--- src/hdl/rgbh_pkg.sv ---
// ----------------------------------------------------------------------------
// rgbh_pkg
// Shared widths, constants and types for the rgb to hsv pixel pipeline.
// ----------------------------------------------------------------------------
package rgbh_pkg;

	localparam int CH_W    = 8;
	localparam int IDX_W   = 6;
	localparam int HUE_W   = 9;
	localparam int SAT_W   = 7;
	localparam int VAL_W   = 15;

	// divider remainder holds up to 420 * 255
	localparam int REM_W     = 17;
	localparam int DIV_STEPS = 9;

	// value accumulator holds up to 255 * 255 * 100
	localparam int ACC_W     = 23;
	localparam int PROD_W    = 48;

	localparam logic [HUE_W-1:0] HUE_FULL   = 9'd360;
	localparam logic [HUE_W-1:0] BASE_RED   = 9'd360;
	localparam logic [HUE_W-1:0] BASE_GREEN = 9'd120;
	localparam logic [HUE_W-1:0] BASE_BLUE  = 9'd240;
	localparam logic [5:0]       SIXTY      = 6'd60;
	localparam logic [6:0]       PCT_SCALE  = 7'd100;

	// reciprocal of 255 scaled by 2^31, exact for products below 2^31 / 127
	localparam logic [23:0]      DIV255_MUL   = 24'd8421505;
	localparam int               DIV255_SHIFT = 31;

	typedef enum logic [1:0] {
		SEC_RED,
		SEC_GREEN,
		SEC_BLUE
	} sector_t;

endpackage

--- src/hdl/rgbh_if.sv ---
// ----------------------------------------------------------------------------
// rgbh channel interfaces
// Valid/ready channels for the incoming pixel beat and the outgoing hsv beat.
// ----------------------------------------------------------------------------
interface rgbh_pix_if import rgbh_pkg::*; ();
	logic             valid;
	logic             ready;
	logic [CH_W-1:0]  red_in;
	logic [CH_W-1:0]  green_in;
	logic [CH_W-1:0]  blue_in;
	logic [CH_W-1:0]  brightness_factor;
	logic [IDX_W-1:0] pixel_index;

	modport source (
		output valid, red_in, green_in, blue_in, brightness_factor, pixel_index,
		input  ready
	);
	modport sink (
		input  valid, red_in, green_in, blue_in, brightness_factor, pixel_index,
		output ready
	);
endinterface

interface rgbh_hsv_if import rgbh_pkg::*; ();
	logic             valid;
	logic             ready;
	logic [HUE_W-1:0] hue_degrees;
	logic [SAT_W-1:0] saturation_pct;
	logic [VAL_W-1:0] scaled_value;
	logic [IDX_W-1:0] pixel_index_out;

	modport source (
		output valid, hue_degrees, saturation_pct, scaled_value, pixel_index_out,
		input  ready
	);
	modport sink (
		input  valid, hue_degrees, saturation_pct, scaled_value, pixel_index_out,
		output ready
	);
endinterface

--- src/hdl/rgb_to_hsv_pixel_top.sv ---
// an accepted pixel beat passes stage 1, stage 2, the divider stages and the output register
// throughput: one pixel per cycle while hsv.ready is high; each stage advances when empty or drained,
// so bubbles are squeezed out under output backpressure
// the 9-stage restoring divider sets the depth (one quotient bit per stage)
// reset clears the valid bits only; payload registers are not reset
// ----------------------------------------------------------------------------
// rgb_to_hsv_pixel_top
// Pipelined rgb to hsv conversion with truncated hue, saturation and
// brightness scaled value.
// ----------------------------------------------------------------------------
module rgb_to_hsv_pixel_top import rgbh_pkg::*; (
	input  logic        clk,
	input  logic        arst_n,
	rgbh_pix_if.sink    pixel,
	rgbh_hsv_if.source  hsv
);

	typedef struct packed {
		logic [REM_W-1:0] hue_rem;
		logic [HUE_W-1:0] hue_quo;
		logic [CH_W-1:0]  hue_div;
		logic             hue_zero;
		logic [REM_W-1:0] sat_rem;
		logic [HUE_W-1:0] sat_quo;
		logic [CH_W-1:0]  sat_div;
		logic             sat_zero;
		logic [ACC_W-1:0] val_acc;
		logic [IDX_W-1:0] idx;
	} div_stage_t;

	// stage 1: max, spread, sector
	logic             v_s1;
	logic [CH_W-1:0]  mx_s1;
	logic [CH_W-1:0]  d_s1;
	sector_t          sec_s1;
	logic             neg_s1;
	logic [CH_W-1:0]  mag_s1;
	logic [CH_W-1:0]  br_s1;
	logic [IDX_W-1:0] idx_s1;

	// stage 2: dividends and brightness product
	logic             v_s2;
	div_stage_t       st_s2;

	// divider stages
	div_stage_t       dv_sx  [DIV_STEPS];
	logic             dv_v_sx[DIV_STEPS];
	div_stage_t       dv_src [DIV_STEPS+1];
	logic             dv_srcv[DIV_STEPS+1];
	div_stage_t       dv_nxt [DIV_STEPS];
	logic             en_dv  [DIV_STEPS];

	logic en_s1, en_s2, en_out;

	// output register
	logic             out_v_q;
	logic [HUE_W-1:0] hue_q;
	logic [SAT_W-1:0] sat_q;
	logic [VAL_W-1:0] val_q;
	logic [IDX_W-1:0] idx_q;

	// stall chain
	assign en_out = !out_v_q || hsv.ready;
	assign en_dv[DIV_STEPS-1] = !dv_v_sx[DIV_STEPS-1] || en_out;
	genvar e;
	generate
		for (e = 0; e < DIV_STEPS-1; e++) begin : g_en
			assign en_dv[e] = !dv_v_sx[e] || en_dv[e+1];
		end
	endgenerate
	assign en_s2 = !v_s2 || en_dv[0];
	assign en_s1 = !v_s1 || en_s2;
	assign pixel.ready = en_s1;

	// stage 1 logic
	logic [CH_W-1:0] r, g, b, mx_c, mn_c, x_c, y_c;
	sector_t         sec_c;

	always_comb begin
		r = pixel.red_in;
		g = pixel.green_in;
		b = pixel.blue_in;
		if (r >= g && r >= b) begin
			sec_c = SEC_RED;
			mx_c  = r;
			x_c   = g;
			y_c   = b;
		end else if (g >= b) begin
			sec_c = SEC_GREEN;
			mx_c  = g;
			x_c   = b;
			y_c   = r;
		end else begin
			sec_c = SEC_BLUE;
			mx_c  = b;
			x_c   = r;
			y_c   = g;
		end
		mn_c = (r < g) ? r : g;
		if (b < mn_c)
			mn_c = b;
	end

	always_ff @(posedge clk or negedge arst_n) begin
		if (!arst_n) begin
			v_s1 <= 1'b0;
		end else if (en_s1) begin
			v_s1 <= pixel.valid;
		end
	end

	always_ff @(posedge clk) begin
		if (en_s1) begin
			mx_s1  <= mx_c;
			d_s1   <= mx_c - mn_c;
			sec_s1 <= sec_c;
			neg_s1 <= (x_c < y_c);
			mag_s1 <= (x_c < y_c) ? (y_c - x_c) : (x_c - y_c);
			br_s1  <= pixel.brightness_factor;
			idx_s1 <= pixel.pixel_index;
		end
	end

	// stage 2 logic
	logic [HUE_W-1:0] base_c;
	logic [REM_W-1:0] bd_c, sm_c;
	div_stage_t       st_c;

	always_comb begin
		case (sec_s1)
			SEC_RED:   base_c = BASE_RED;
			SEC_GREEN: base_c = BASE_GREEN;
			SEC_BLUE:  base_c = BASE_BLUE;
			default:   base_c = BASE_RED;
		endcase
		bd_c = REM_W'(base_c) * REM_W'(d_s1);
		sm_c = REM_W'(SIXTY) * REM_W'(mag_s1);
		st_c.hue_rem  = neg_s1 ? (bd_c - sm_c) : (bd_c + sm_c);
		st_c.hue_quo  = '0;
		st_c.hue_div  = d_s1;
		st_c.hue_zero = (d_s1 == '0);
		st_c.sat_rem  = REM_W'(d_s1) * REM_W'(PCT_SCALE);
		st_c.sat_quo  = '0;
		st_c.sat_div  = mx_s1;
		st_c.sat_zero = (mx_s1 == '0);
		st_c.val_acc  = ACC_W'(mx_s1) * ACC_W'(br_s1);
		st_c.idx      = idx_s1;
	end

	always_ff @(posedge clk or negedge arst_n) begin
		if (!arst_n) begin
			v_s2 <= 1'b0;
		end else if (en_s2) begin
			v_s2 <= v_s1;
		end
	end

	always_ff @(posedge clk) begin
		if (en_s2) begin
			st_s2 <= st_c;
		end
	end

	// divider pipeline, one quotient bit per stage, msb first
	assign dv_src[0]  = st_s2;
	assign dv_srcv[0] = v_s2;

	genvar k;
	generate
		for (k = 0; k < DIV_STEPS; k++) begin : g_div
			localparam int SH = DIV_STEPS - 1 - k;

			logic [REM_W-1:0]  hd, sd;
			logic [PROD_W-1:0] recip;

			always_comb begin
				dv_nxt[k] = dv_src[k];
				hd = REM_W'(dv_src[k].hue_div) << SH;
				sd = REM_W'(dv_src[k].sat_div) << SH;
				recip = PROD_W'(dv_src[k].val_acc) * PROD_W'(DIV255_MUL);
				if (dv_src[k].hue_rem >= hd) begin
					dv_nxt[k].hue_rem     = dv_src[k].hue_rem - hd;
					dv_nxt[k].hue_quo[SH] = 1'b1;
				end
				if (dv_src[k].sat_rem >= sd) begin
					dv_nxt[k].sat_rem     = dv_src[k].sat_rem - sd;
					dv_nxt[k].sat_quo[SH] = 1'b1;
				end
				// value: scale by 100, then divide by 255 via reciprocal
				if (k == 0) begin
					dv_nxt[k].val_acc = dv_src[k].val_acc * ACC_W'(PCT_SCALE);
				end else if (k == 1) begin
					dv_nxt[k].val_acc = ACC_W'(recip >> DIV255_SHIFT);
				end
			end

			always_ff @(posedge clk or negedge arst_n) begin
				if (!arst_n) begin
					dv_v_sx[k] <= 1'b0;
				end else if (en_dv[k]) begin
					dv_v_sx[k] <= dv_srcv[k];
				end
			end

			always_ff @(posedge clk) begin
				if (en_dv[k]) begin
					dv_sx[k] <= dv_nxt[k];
				end
			end

			assign dv_src[k+1]  = dv_sx[k];
			assign dv_srcv[k+1] = dv_v_sx[k];
		end
	endgenerate

	// output stage: hue wrap and zero cases
	div_stage_t       fin;
	logic [HUE_W-1:0] hue_c;

	always_comb begin
		fin = dv_src[DIV_STEPS];
		if (fin.hue_zero)
			hue_c = '0;
		else if (fin.hue_quo >= HUE_FULL)
			hue_c = fin.hue_quo - HUE_FULL;
		else
			hue_c = fin.hue_quo;
	end

	always_ff @(posedge clk or negedge arst_n) begin
		if (!arst_n) begin
			out_v_q <= 1'b0;
		end else if (en_out) begin
			out_v_q <= dv_srcv[DIV_STEPS];
		end
	end

	always_ff @(posedge clk) begin
		if (en_out) begin
			hue_q <= hue_c;
			sat_q <= fin.sat_zero ? '0 : fin.sat_quo[SAT_W-1:0];
			val_q <= fin.val_acc[VAL_W-1:0];
			idx_q <= fin.idx;
		end
	end

	assign hsv.valid           = out_v_q;
	assign hsv.hue_degrees     = hue_q;
	assign hsv.saturation_pct  = sat_q;
	assign hsv.scaled_value    = val_q;
	assign hsv.pixel_index_out = idx_q;

	// checks
	a_hue_range: assert property (@(posedge clk) disable iff (!arst_n)
		hsv.valid |-> hsv.hue_degrees < HUE_FULL)
		else $error("hue out of range");

	a_sat_range: assert property (@(posedge clk) disable iff (!arst_n)
		hsv.valid |-> hsv.saturation_pct <= SAT_W'(PCT_SCALE))
		else $error("saturation above 100");

	a_val_range: assert property (@(posedge clk) disable iff (!arst_n)
		hsv.valid |-> hsv.scaled_value <= 15'd25500)
		else $error("scaled value out of range");

	a_ready_when_drained: assert property (@(posedge clk) disable iff (!arst_n)
		!hsv.valid |-> pixel.ready)
		else $error("input stalled with empty output register");

endmodule
--- src/flat_wrapper.sv ---
// flat-port wrapper written by rule: the top's interface ports become plain ports
module rgb_to_hsv_pixel_top_flat import rgbh_pkg::*;
  (clk, arst_n, pixel_valid, pixel_red_in, pixel_green_in, pixel_blue_in, pixel_brightness_factor, pixel_pixel_index, pixel_ready, hsv_valid, hsv_hue_degrees, hsv_saturation_pct, hsv_scaled_value, hsv_pixel_index_out, hsv_ready);
  rgbh_pix_if pixel_i ();
  rgbh_hsv_if hsv_i ();
  input  logic clk;
  input  logic arst_n;
  input wire logic [$bits(pixel_i.valid)-1:0] pixel_valid;
  input wire logic [$bits(pixel_i.red_in)-1:0] pixel_red_in;
  input wire logic [$bits(pixel_i.green_in)-1:0] pixel_green_in;
  input wire logic [$bits(pixel_i.blue_in)-1:0] pixel_blue_in;
  input wire logic [$bits(pixel_i.brightness_factor)-1:0] pixel_brightness_factor;
  input wire logic [$bits(pixel_i.pixel_index)-1:0] pixel_pixel_index;
  output wire logic [$bits(pixel_i.ready)-1:0] pixel_ready;
  output wire logic [$bits(hsv_i.valid)-1:0] hsv_valid;
  output wire logic [$bits(hsv_i.hue_degrees)-1:0] hsv_hue_degrees;
  output wire logic [$bits(hsv_i.saturation_pct)-1:0] hsv_saturation_pct;
  output wire logic [$bits(hsv_i.scaled_value)-1:0] hsv_scaled_value;
  output wire logic [$bits(hsv_i.pixel_index_out)-1:0] hsv_pixel_index_out;
  input wire logic [$bits(hsv_i.ready)-1:0] hsv_ready;
  assign pixel_i.valid = pixel_valid;
  assign pixel_i.red_in = pixel_red_in;
  assign pixel_i.green_in = pixel_green_in;
  assign pixel_i.blue_in = pixel_blue_in;
  assign pixel_i.brightness_factor = pixel_brightness_factor;
  assign pixel_i.pixel_index = pixel_pixel_index;
  assign pixel_ready = pixel_i.ready;
  assign hsv_valid = hsv_i.valid;
  assign hsv_hue_degrees = hsv_i.hue_degrees;
  assign hsv_saturation_pct = hsv_i.saturation_pct;
  assign hsv_scaled_value = hsv_i.scaled_value;
  assign hsv_pixel_index_out = hsv_i.pixel_index_out;
  assign hsv_i.ready = hsv_ready;
  rgb_to_hsv_pixel_top u_core (.clk(clk), .arst_n(arst_n), .pixel(pixel_i), .hsv(hsv_i));
endmodule
--- config.mk ---
export PLATFORM = sky130hd
export DESIGN_NAME = rgb_to_hsv_pixel_top_flat
export DESIGN_NICKNAME = d
export VERILOG_FILES = /design/src/hdl/rgbh_pkg.sv /design/src/hdl/rgbh_if.sv /design/src/hdl/rgb_to_hsv_pixel_top.sv /design/src/flat_wrapper.sv
export SDC_FILE = /design/constraint.sdc
export NUM_CORES = 2
export LEC_CHECK = 0
export BUFFER_PORTS_ARGS = -buffer_cell sky130_fd_sc_hd__buf_2
export CORE_MARGIN = 2
export CORE_UTILIZATION = 58
export CTS_CLUSTER_SIZE = 24
export DETAILED_ROUTE_END_ITERATION = 7
export PLACE_DENSITY_LB_ADDON = 0.3
export REMOVE_ABC_BUFFERS = 1
export SKIP_LAST_GASP = 1
export SYNTH_ARGS = -nofsm -noshare
export SYNTH_HDL_FRONTEND = slang
export SYNTH_SLANG_ARGS = --single-unit
--- constraint.sdc ---
create_clock -name clk -period 8.2 [get_ports clk]
set_input_delay 1.64 -clock clk [delete_from_list [all_inputs] [get_ports clk]]
set_output_delay 1.64 -clock clk [all_outputs]
set_load 0.02 [all_outputs]
# --- After elaboration in Yosys (flattened, before gate mapping) ---
# Memories as Yosys holds them, arrays and structs flattened.
# Index checks and enable logic that the tools add are counted.
word_totals:
  latchBits: 0
  rom_bits: 0
  register_bits: 160
  n_memories: 1
  word_cells: 181
  mem_bits_rw: 891
op_classes:
  magnitude_cmp: 25
  n_shift: 0
  reduce_logical: 27
  muxes: 65
  eq_ne: 2
  multipliers: 6
  div_mod_pow: 0
  add_sub_neg: 24
  n_bitwise: 0
memory_table:
  columns: ["name", "words", "word_bits", "read_ports", "rd_ports_with_merged_regs", "write_ports", "line", "rtl"]
  rows:
  - ["u_core.dv_sx", 9, 99, 9, 0, 9, "rgb_to_hsv_pixel_top.sv:46", "div_stage_t dv_sx [DIV_STEPS];"]
op_table:
  columns: ["op", "n"]
  rows:
  - ["$mux W17", 17]
  - ["$mux W8", 9]
  - ["$sub A17 B14 Y17", 3]
  - ["$mul A23 B24 Y47 const B", 1]
  - ["$mux W18", 2]
  - ["$ge A17 B10 Y1", 2]
  - ["$ge A17 B11 Y1", 2]
  - ["$ge A17 B12 Y1", 2]
  - ["$ge A17 B13 Y1", 2]
  - ["$ge A17 B14 Y1", 2]
  - ["$ge A17 B15 Y1", 2]
  - ["$ge A17 B8 Y1", 2]
  - ["$ge A17 B9 Y1", 2]
  - ["$mux W1", 34]
  - ["$sub A17 B10 Y17", 2]
  - ["$sub A17 B11 Y17", 2]
  - ["$sub A17 B12 Y17", 2]
  - ["$sub A17 B13 Y17", 2]
  - ["$sub A17 B15 Y17", 2]
  - ["$sub A17 B8 Y17", 2]
  - ["$sub A17 B9 Y17", 2]
  - ["$ge A8 B8 Y1", 3]
  - ["$lt A8 B8 Y1", 3]
  - ["$sub A8 B8 Y8", 3]
  - ["other kinds (21)", 44]

# --- Depth between registers and ports, before layout ---
logic_depth:
  word_depth: 13
  ltp_mapped: 25
  depth_no_buf: 25

# --- Worst setup path before layout ---
# No wires, ideal clock.
synth_path:
  path_kind: "input to output"
  startpoint: "in hsv_ready"
  endpoint: "out pixel_ready"
  slack_ns: -0.450
  cell_stages: 7
  arrival_time_ns: 7.010
  path_cell_list: "nor2b_1 -> nand2_1 -> nor2_1 -> and2_1 -> nand3_1 -> nor2_1 -> nand4_1"
synth_lines:
  columns: ["item", "line", "rtl"]
  rows:
  - ["from (decl)", "flat_wrapper.sv:20", "input wire logic [$bits(hsv_i.ready)-1:0] hsv_ready;"]
  - ["to (decl)", "flat_wrapper.sv:14", "output wire logic [$bits(pixel_i.ready)-1:0] pixel_ready;"]

# --- Final worst setup path ---
layout_path:
  startpoint: "in pixel_blue_in[2]"
  endpoint: "reg u_core.mag_s1[5] (data pin)"
layout_between:
  elab_chain_cells: 5
layout_lines:
  columns: ["item", "line", "rtl"]
  rows:
  - ["from (decl)", "flat_wrapper.sv:11", "input wire logic [$bits(pixel_i.blue_in)-1:0] pixel_blue_in;"]
  - ["$ge A8 B8 Y1, on equally long branches", "rgb_to_hsv_pixel_top.sv:88, rgb_to_hsv_pixel_top.sv:83", null]
  - ["$mux W8 / $logic_and A1 B1 Y1 (equally long branches)", "rgb_to_hsv_pixel_top.sv:88, rgb_to_hsv_pixel_top.sv:83", null]
  - ["$mux W8", "rgb_to_hsv_pixel_top.sv:83", "if (r >= g && r >= b) begin"]
  - ["$sub A8 B8 Y8 / $lt A8 B8 Y1 (equally long branches)", "rgb_to_hsv_pixel_top.sv:118", "mag_s1 <= (x_c < y_c) ? (y_c - x_c) : (x_c - y_c);"]
  - ["$mux W8 *", "rgb_to_hsv_pixel_top.sv:118", null]
  - ["to (signal assigned)", "rgb_to_hsv_pixel_top.sv:118", null]
  - ["to (decl)", "rgb_to_hsv_pixel_top.sv:37", "logic [CH_W-1:0] mag_s1;"]
# Mark *: on every way between the ends. The rest lies on a longest branch, timed or not.
# A chain may end at the register's enable or synchronous reset.

==> impl_results.md <==
* Outcome: complete, no violations
* Global-route wire length before repair at 126 mm
* Final nets at 4488
* Mapped Area at between 40000 and 50000 um2
* Slew @ Worst Pin at 1180 ps
* Via-to-Cell Ratio at approximately 5.4
* Met1 wire length at 31.7 mm
* Hpwl dp at about 56 mm
* Non-filler instance count after layout at 4931
* Async SR Flop Fraction at 1.51%
* Routed length per instance at roughly 15 um
* Skew final at 41.6 ps
* Synth Area per Inst at roughly 12 um2
* Crit. End Element: flip-flop
* # diodes at 0
* CP Class: primary input to flip-flop
* Iteration-0 DRC Markers at 1236
* End of the critical path: u_core.mag_s1[5]
* Initial core utilization at 58.4%
* H-tree levels at 3
* Worst flop-to-flop path startpoint: u_core.sec_s1[1]
* Worst reg2reg path endpoint: u_core.dv_src[988]
* Register area share after synthesis at 52.9%
* TritonCTS clock tree: built
* Die width at 283 um
* Startpoint types: primary input
* Placed insts at 4785
* Hold Violations, Final at 0
* RSZ-0062 raised after global routing: no
* EDFF count, synth at 784
* Period minus WS final at 6170 ps
* Met2 wire length at approximately 39 mm
* Post-Route WL at 74.6 mm
* Area Overhead vs Synth at 9.89%
* Clock-pin slew on the worst setup and hold paths at ~60 ps
* Share of cells above drive strength 1 at 7.30%
* Peak Freq at 162 MHz
* Largest net degree at the start of global routing at 77
* Met3 wire len at 2.27 mm
* Synth cell types at 82
* Syn Inst Count at approximately 3700
* DRC viols at 0
* Post-synth top flop: edfxtp_1
* # rows at a little over 100
* Die H at 283 um
* Post-CTS repair timing setup buffer count at 0
* R2R Setup Slk at 2480 ps
* Relative slew slack at between 20% and 30%
* TritonRoute pass-1 iters at 7
* Gpl congestion at 0.837
* Total GRT Usage at between 15 and 20%
* Aggregate global routing overflow at 0
* Worst-case reg-to-reg path depth at 20
* Area of the die at approximately 80000 um2
* Setup violations, final at 0
* CORE AREA at 77200 um2
* Clk_lat worst skew at 650 ps
* Clock Sinks at 796
* CTS buffer count at 82
* Yosys warns at 0
* Worst min-delay path class: flip-flop to flip-flop
* Vias in the first global route at 27205
* Max-cap violation count at 0
* Crit-path max FO at 21
* Hold_sp: u_core.dv_sx[0][198]
* PortBufs at 80
* Post-route ant nets at 0
* Register bit total from synthesis at 796
* Required @ worst endpoint at 8580 ps
* Top-Level Pins at 81
* Slew Limit Fails at 0
* Vias at 26416
* PostCTS Resize Cnt at 0
* Tcrit/Tclk final at between 70% and 80%
* Root Buffer: clkbuf_16
* CTS Buffer Depth at 3
* Layout fillers at about 5700
* Arr. time, crit path at roughly 6600 ps
* Initial antenna violation count at 0
* Top routing layer used: met4
* Critical Path Source: pixel_blue_in[2]
* # hold bufs at CTS at 0
-- critical path, stage by stage --
cell,delay [ps]
buf_2,140
inv_1,100
ha_1,300
nand2_1,50
o21ai_0,340
a221oi_1,140
a21boi_0,280
o22a_1,690
nor2_1,160
a21o_1,200
ha_1,360
nor2b_1,160
o21ai_0,240
a21oi_1,150
o41ai_4,690
mux2i_1,270
nand2_1,70
a21boi_0,280
a31oi_1,150
xnor2_1,140
-- through the flow --
step / area, um2 / TNS [ps] / hold WS (ps) / util, % / setup slack, ps
CTS: 49500 / 0 / 393 / 64.1 / 1990
floorplan: 44900 / -450 / 400 / - / -450
global placement: 46800 / 0 / 401 / 60.6 / 1360
detailed placement: 46800 / 0 / 405 / 60.6 / 1340
global route: 49500 / 0 / 403 / 64.1 / 1640
finish: 49500 / 0 / 401 / 64.1 / 2030
-- area by class of cell --
type                            count  area [um2]  share of cell area (%)
Timing Repair Buffer               97         541                    1.09
Clock buffer                      104        2180                    4.41
Tap cell                         1040        1300                    2.63
Clock inverter                     42         542                    1.09
Multi-Input combinational cell   2351       19200                    38.8
Inverter                          501        1880                    3.80
Sequential cell                   796       23800                    48.2
-- flip-flops by register name, summed over array words and instances (netlist names), 9 cells and up --
register and cells:
u_core.hsv.scaled_value 15, u_core.hsv.hue_degrees 9, u_core.dv_nxt 24, u_core.dv_srcv 9
u_core.dv_sx 641, u_core.dv_src 41
-- layer usage --
| metal | global-route usage, % | vias up |
|---|---|---|
| li1 | - | 13333 |
| met1 | 22.9 | 12568 |
| met2 | 36.2 | 369 |
| met3 | 2.77 | 146 |
| met4 | 6.02 | 0 |
| met5 | 0 | - |
-- cells by family (layout without fill, tap and decap cells) --
family          Yosys count  count (layout)  share of synthesized area [%]
simple gates            892             892                           10.1
flops                   796             796                           52.9
fa+ha+maj               617             617                           19.1
compound gates          571             571                           7.86
buf+inv                 539             744                           4.54
xor+xnor                212             212                           4.14
mux                      59              59                           1.39
-- synth_stat cells, drive strengths merged (58+ instances only) --
library cell / n / area share, %
edfxtp: 784 / 52
inv: 501 / 4.2
ha: 499 / 14
nor2: 244 / 2.0
a21oi: 196 / 2.2
nand2: 179 / 1.5
o21ai: 148 / 1.7
xnor2: 132 / 2.6
fa: 118 / 5.2
xor2: 80 / 1.6
nor2b: 75 / 1.0
and2: 67 / 0.93
nand2b: 64 / 0.89
nor3: 58 / 0.66
-- placed cells by master (no fill, tap or decap), types with 31 or more instances in the layout --
master     synthesis  final
a21o_1            55     55
a21oi_1          193    193
and2_1            67     67
buf_2             11     80
clkbuf_16          0     82
edfxtp_1         784    784
fa_1             118    118
ha_1             499    499
inv_1            500    497
mux2i_1           31     31
nand2_1          179    176
nand2b_1          64     64
nand3_1           45     42
nand4_1           31     31
nor2_1           243    243
nor2b_1           75     75
nor3_1            57     57
o21ai_0          125    125
xnor2_1          132    132
xor2_1            79     79
-- how the worst min path moves through the flow --
stage	cells after the start	end
after floorplan	0	u_core.dv_nxt[792]
after global placement	0	u_core.dv_sx[0][707]
after detailed placement	0	u_core.dv_nxt[797]
after CTS	0	u_core.dv_sx[0][300]
after global routing	0	u_core.dv_sx[0][297]
final	0	u_core.dv_sx[0][297]
Power is left out: the tool's default activity adds up to more than one toggle a clock period on the data nets, which glitch-free logic cannot reach.
